File: src/hdl/bdl_pkg.sv
// Package for the bounded deque list unit: opcodes, status codes, defaults
// and the control word passed from the pointer logic to the top level.
// No dependencies.
package bdl_pkg;

  localparam int BDL_CAPACITY   = 128;
  localparam int BDL_ELEM_WIDTH = 32;

  typedef enum logic [2:0] {
    OP_PUSH_FRONT = 3'd0,
    OP_PUSH_BACK  = 3'd1,
    OP_POP_FRONT  = 3'd2,
    OP_DROP_N     = 3'd3,
    OP_TAKE_N     = 3'd4,
    OP_READ_INDEX = 3'd5
  } op_t;

  typedef enum logic [1:0] {
    ST_OK    = 2'd0,
    ST_FULL  = 2'd1,
    ST_EMPTY = 2'd2,
    ST_RANGE = 2'd3
  } status_t;

  // control word for one accepted operation
  typedef struct packed {
    logic    wr_en;    // store write of the pushed word
    logic    rd_zero;  // result data forced to zero
    status_t status;
  } ctl_t;

endpackage

File: src/hdl/bdl_store.sv
// Element store of the deque: one write and one registered read per cycle
// with accept high; the written word is bypassed if both hit the same entry.
// Depends on bdl_pkg.
module bdl_store
  import bdl_pkg::*;
#(
  parameter int CAPACITY   = BDL_CAPACITY,
  parameter int ELEM_WIDTH = BDL_ELEM_WIDTH,
  localparam int PTR_W = $clog2(CAPACITY)
) (
  input  logic                  clk,
  input  logic                  accept,
  input  logic                  we,
  input  logic [PTR_W-1:0]      waddr,
  input  logic [ELEM_WIDTH-1:0] wdata,
  input  logic [PTR_W-1:0]      raddr,
  output logic [ELEM_WIDTH-1:0] rdata
);

  logic [ELEM_WIDTH-1:0] mem [CAPACITY];
  logic [ELEM_WIDTH-1:0] rdata_r;

  always_ff @(posedge clk) begin
    if (accept && we) mem[waddr] <= wdata;
  end

  always_ff @(posedge clk) begin
    if (accept) begin
      rdata_r <= (we && waddr == raddr) ? wdata : mem[raddr];
    end
  end

  assign rdata = rdata_r;

endmodule

File: config.mk
export PLATFORM = sky130hd
export DESIGN_NAME = bdl_store
export DESIGN_NICKNAME = d
export VERILOG_FILES = /design/src/hdl/bdl_pkg.sv /design/src/hdl/bdl_store.sv
export SDC_FILE = /design/constraint.sdc
export NUM_CORES = 2
export LEC_CHECK = 0
export BUFFER_PORTS_ARGS = -buffer_cell sky130_fd_sc_hd__buf_2
export CORE_MARGIN = 8
export CORE_UTILIZATION = 48
export CTS_CLUSTER_DIAMETER = 120
export DETAILED_ROUTE_END_ITERATION = 8
export SLEW_MARGIN = 40
export SYNTH_ARGS = -nofsm -noshare
export SYNTH_HDL_FRONTEND = slang
export SYNTH_SLANG_ARGS = --single-unit
export TNS_END_PERCENT = 100
File: constraint.sdc
create_clock -name clk -period 3.6 [get_ports clk]
set_input_delay 0.36 -clock clk [delete_from_list [all_inputs] [get_ports clk]]
set_output_delay 0.36 -clock clk [all_outputs]
set_load 0.005 [all_outputs]
**Word-level counts from Yosys, hierarchy flattened**

Memories as Yosys holds them, arrays and structs flattened. A register that Yosys moved wholly into a read port is not among the register bits.
Cells that the tools add are included.

- Register bits after elaboration: 0
- Bits in writable memories: 4,096
- Output and inout bits: 32
- Logic and storage cells: 4
- Memories kept: 1

Memories:

| name | words | bits a word | read ports | clocked after memory_dff | write ports | RTL line | RTL |
|---|---|---|---|---|---|---|---|
| mem | 128 | 32 | 1 | 1 | 1 | bdl_store.sv:20 | `logic [ELEM_WIDTH-1:0] mem [CAPACITY];` |

- Mux-type cells: 2
- Reductions and logical operators: 1

Operator list:

| operator | number |
|---|---|
| $mux 1 | 2 |
| $logic_and 1x1->1 | 1 |

**Depth between registers and ports, before layout**

- Word-level depth: 3
- Depth in mapped cells: 13
- Depth with buffers taken out: 6

**Least setup slack after synthesis**

Ideal clock, no wire load.

- Path kind: input port to flip-flop
- From: input port waddr[0]
- To: memory mem[106][0] (netlist name) (enable)
- Setup time: 0.421 ns
- Arrival: 2.611 ns
- Data required time: 3.179 ns
- Path slack: 0.567 ns
- Stages: 5
- Cell sequence: or3b_2 inv_1 nand2_1 clkbuf_1 nor2_1

RTL lines:

| what | RTL line | RTL |
|---|---|---|
| from (decl) | bdl_store.sv:14 | `input logic [PTR_W-1:0] waddr,` |
| to (decl) | bdl_store.sv:20 |  |

Straight into the memory's write port.

==> out/results.tsv <==
stage	metric	value	unit
clock_tree	cts_root_buf	clkbuf_16	
place	gp_congestion	0.857	
logic_synthesis	synth_edf_count	4128	
finish	fin_util	0.565	
place	pre_cts_ws	-0.295	ns
power_and_ir_drop	power_density	552	nW/um^2
outcome	status	finished clean	
setup_path	crit_arrival	3.67	ns
logic_synthesis	synth.ff_latch_count	4128	
logic_synthesis	synth-warning-count	0	
routing	drt-total-wl	449000	microns
place	placed_area	171000	sq um
setup_path	worst_setup_path_end_kind	flop	
finish	final_common_cell	edfxtp_1	
routing	wl_per_cell	34.8	microns
sta	fin_crit	2.96	ns
routing	remaining_drc_errors	0	
setup_path	required	4.31	ns
sta	grt_setup_unrepaired	false	
setup_path	path_common_cell	buf_12	
routing	via_per_inst	6.29	
routing	drtIter0Drc	10400	
clock_tree	worstSkewPairLatency	0.97	ns
power_and_ir_drop	power.leakage	59.6	nW
grt	grt_max_degree	92	
clock_tree	ctsHoldBuffers	29	
die	die_w	589	microns
logic_synthesis	synth_area_leaders	edfxtp_1 79%, mux4_2 10%, mux2i_1 4.0%	
power_and_ir_drop	vdd_drop_max	0.434	mV
logic_synthesis	yosysTopAreaCell	edfxtp_1	
clock_tree	clkSinkCount	4128	
die	die_height	589	microns
grt	grt_pass1_wl	629000	microns
clock_tree	cts_setup_buffers	0	
finish	finalInstanceArea	185000	sq um
sta	worst_pin_slew	1.04	ns
place	port-buffer-count	80	
grt	grt_overflow	0	
setup_path	worstSetupStartpointType	input port	
clock_tree	ctsResizeCount	0	
grt	grtUsageTotal	0.254	
routing	num_vias	81200	
logic_synthesis	synthCells	7404	
setup_path	path_cells	buf_8 > buf_12 > buf_12 > buf_4 > mux4_2 > a22oi_1 > a21oi_1 > or4_1 > a221o_1	
finish	syn_to_final_growth	17.0	%
sta	setup-violations-final	0	
setup_path	path_buf_inv	4	
sta	finalHoldWorstSlack	0.143	ns
sta	final_hold_viol_count	0	
clock_tree	cts_buffers	420	
setup_path	cpLargestDelayFamily	compound AO/OA/AOI/OAI gates	
logic_synthesis	synth_fp_nets	7453	
clock_tree	tritoncts	built	
logic_synthesis	ys_types	43	
clock_tree	h-tree-depth	5	
setup_path	max_stage_delay	0.59	ns
grt	grt_pass1_vias	80200	
flow_run	drv_cap	0	
sta	max_freq	0.337	GHz
logic_synthesis	synth_top_area_share	0.786	
logic_synthesis	synth_top_flop_cell	edfxtp_1	
logic_synthesis	avgSynthCellArea	21.3	sq um
grt	antenna_found_initial	58	
finish	layout.cells.most_common_list	4,128 x edfxtp_1, 714 x mux4_2, 626 x mux2i_1	
die	die_area	347000	sq um
place	place_inst	12100	
routing	drtAntennaViolNets	0	
sta	slew_headroom	0.303	
setup_path	slowest_stage	a22oi_1	
setup_path	worst-path-max-fanout	31	
sta	setup_ws	0.635	ns
die	io_pins	81	
finish	finalNonFillerCells	12900	
die	start_util	0.482	
clock_tree	ctsLongestPathBuffers	4	
finish	drive_above_1_share	0.266	
logic_synthesis	seq_area_frac_synth	0.786	
setup_path	worstSetupPathType	input port to flop	
finish	num-nets-final	8240	
die	std_cell_rows	210	
logic_synthesis	syn_area	158000	sq um
place	dpl.hpwl	270000	microns
sta	fin_skew	0.0663	ns
die	core	327000	sq um
hold_path	hp-class	input port to flop	
routing	dr.pass1.iters	6	
logic_synthesis	async_reset_ff_frac	0	
clock_tree	clk_pin_slew	0.06	ns
sta	finalCritPeriodShare	0.824	
sta	slew_viol_final	0	
==> stage by stage <==
step	power, mW	setup TNS, ns
5_1_grt	105	0
4_1_cts	103	0
3_5_place_dp	59.8	-1.46
3_3_place_gp	59.7	-1.97
6_report	102	0
2_1_floorplan	56.5	0
==> synthesized netlist by cell type, types with 2 or more instances <==
cell and number:
a2111oi_0 62, a211o_1 32, a21oi_1 159, a221o_1 31, a221oi_1 31, a22o_1 62
a22oi_1 161, and2_1 4, buf_1 43, buf_2 125, buf_4 24, buf_6 22
clkbuf_1 238, edfxtp_1 4128, inv_1 4, mux2_2 31, mux2i_1 626, mux4_2 714
nand2_1 19, nand2b_1 66, nand3_1 13, nand3b_1 6, nand4_1 5, nand4b_1 3
nor2_1 263, nor2b_1 11, nor3_1 126, o21ai_0 32, o221ai_1 63, o22ai_1 218
or2_2 2, or3_1 2, or4_1 62, xnor2_1 7
==> cells by family after synthesis <==
family / Yosys count / synth area share
flip-flops: 4128 / 0.786
multiplexers: 1371 / 0.144
AO/OA/AOI/OAI: 856 / 0.0385
AND/OR/NAND/NOR: 586 / 0.0183
buffers and inverters: 456 / 0.0135
XOR/XNOR: 7 / 0.000389
==> routing by layer <==
layer | global-route usage | vias to the layer above | part of all wire | wire length, microns
met2 | 0.389 | 4011 | 0.46 | 206000
met4 | 0.0698 | 18 | 0.030 | 13400
met3 | 0.0556 | 550 | 0.10 | 44800
met5 | 0 | - | 0.00026 | 115
li1 | - | 32900 | - | -
met1 | 0.371 | 43700 | 0.41 | 184000
==> worst paths after layout <==
kind | start | endpoint | slack (ns) | depth (start not counted)
worst max-delay path | raddr[1] | rdata[5] | 0.64 | 9
worst min register to register | mem[73][10] | rdata[10] | 1.06 | 6
worst max register to register | mem[79][27] | rdata[27] | 0.67 | 6
worst min-delay path | accept | rdata[23] | 0.14 | 2
==> area by class of cell <==
type | count | area, sq um
Fill cell | 24000 | 142000
Sequential cell | 4128 | 124000
Multi-Input combinational cell | 2820 | 32800
Clock buffer | 524 | 11100
Timing Repair Buffer | 817 | 8770
Tap cell | 4346 | 5440
Clock inverter | 254 | 2500
Antenna cell | 15 | 37.5
Inverter | 4 | 15.0
==> flip-flops by register name, indices dropped and copies added, names as in the netlist <==
signal  flops
rdata      32
mem      4096
==> where the power goes <==
| group | switching (mW) | internal, mW | total [mW] |
|---|---|---|---|
| sequential | 0.129 | 53.0 | 53.2 |
| combinational | 3.57 | 2.08 | 5.65 |
| clock | 18.2 | 25.0 | 43.2 |
(Power assumes the default switching activity.)
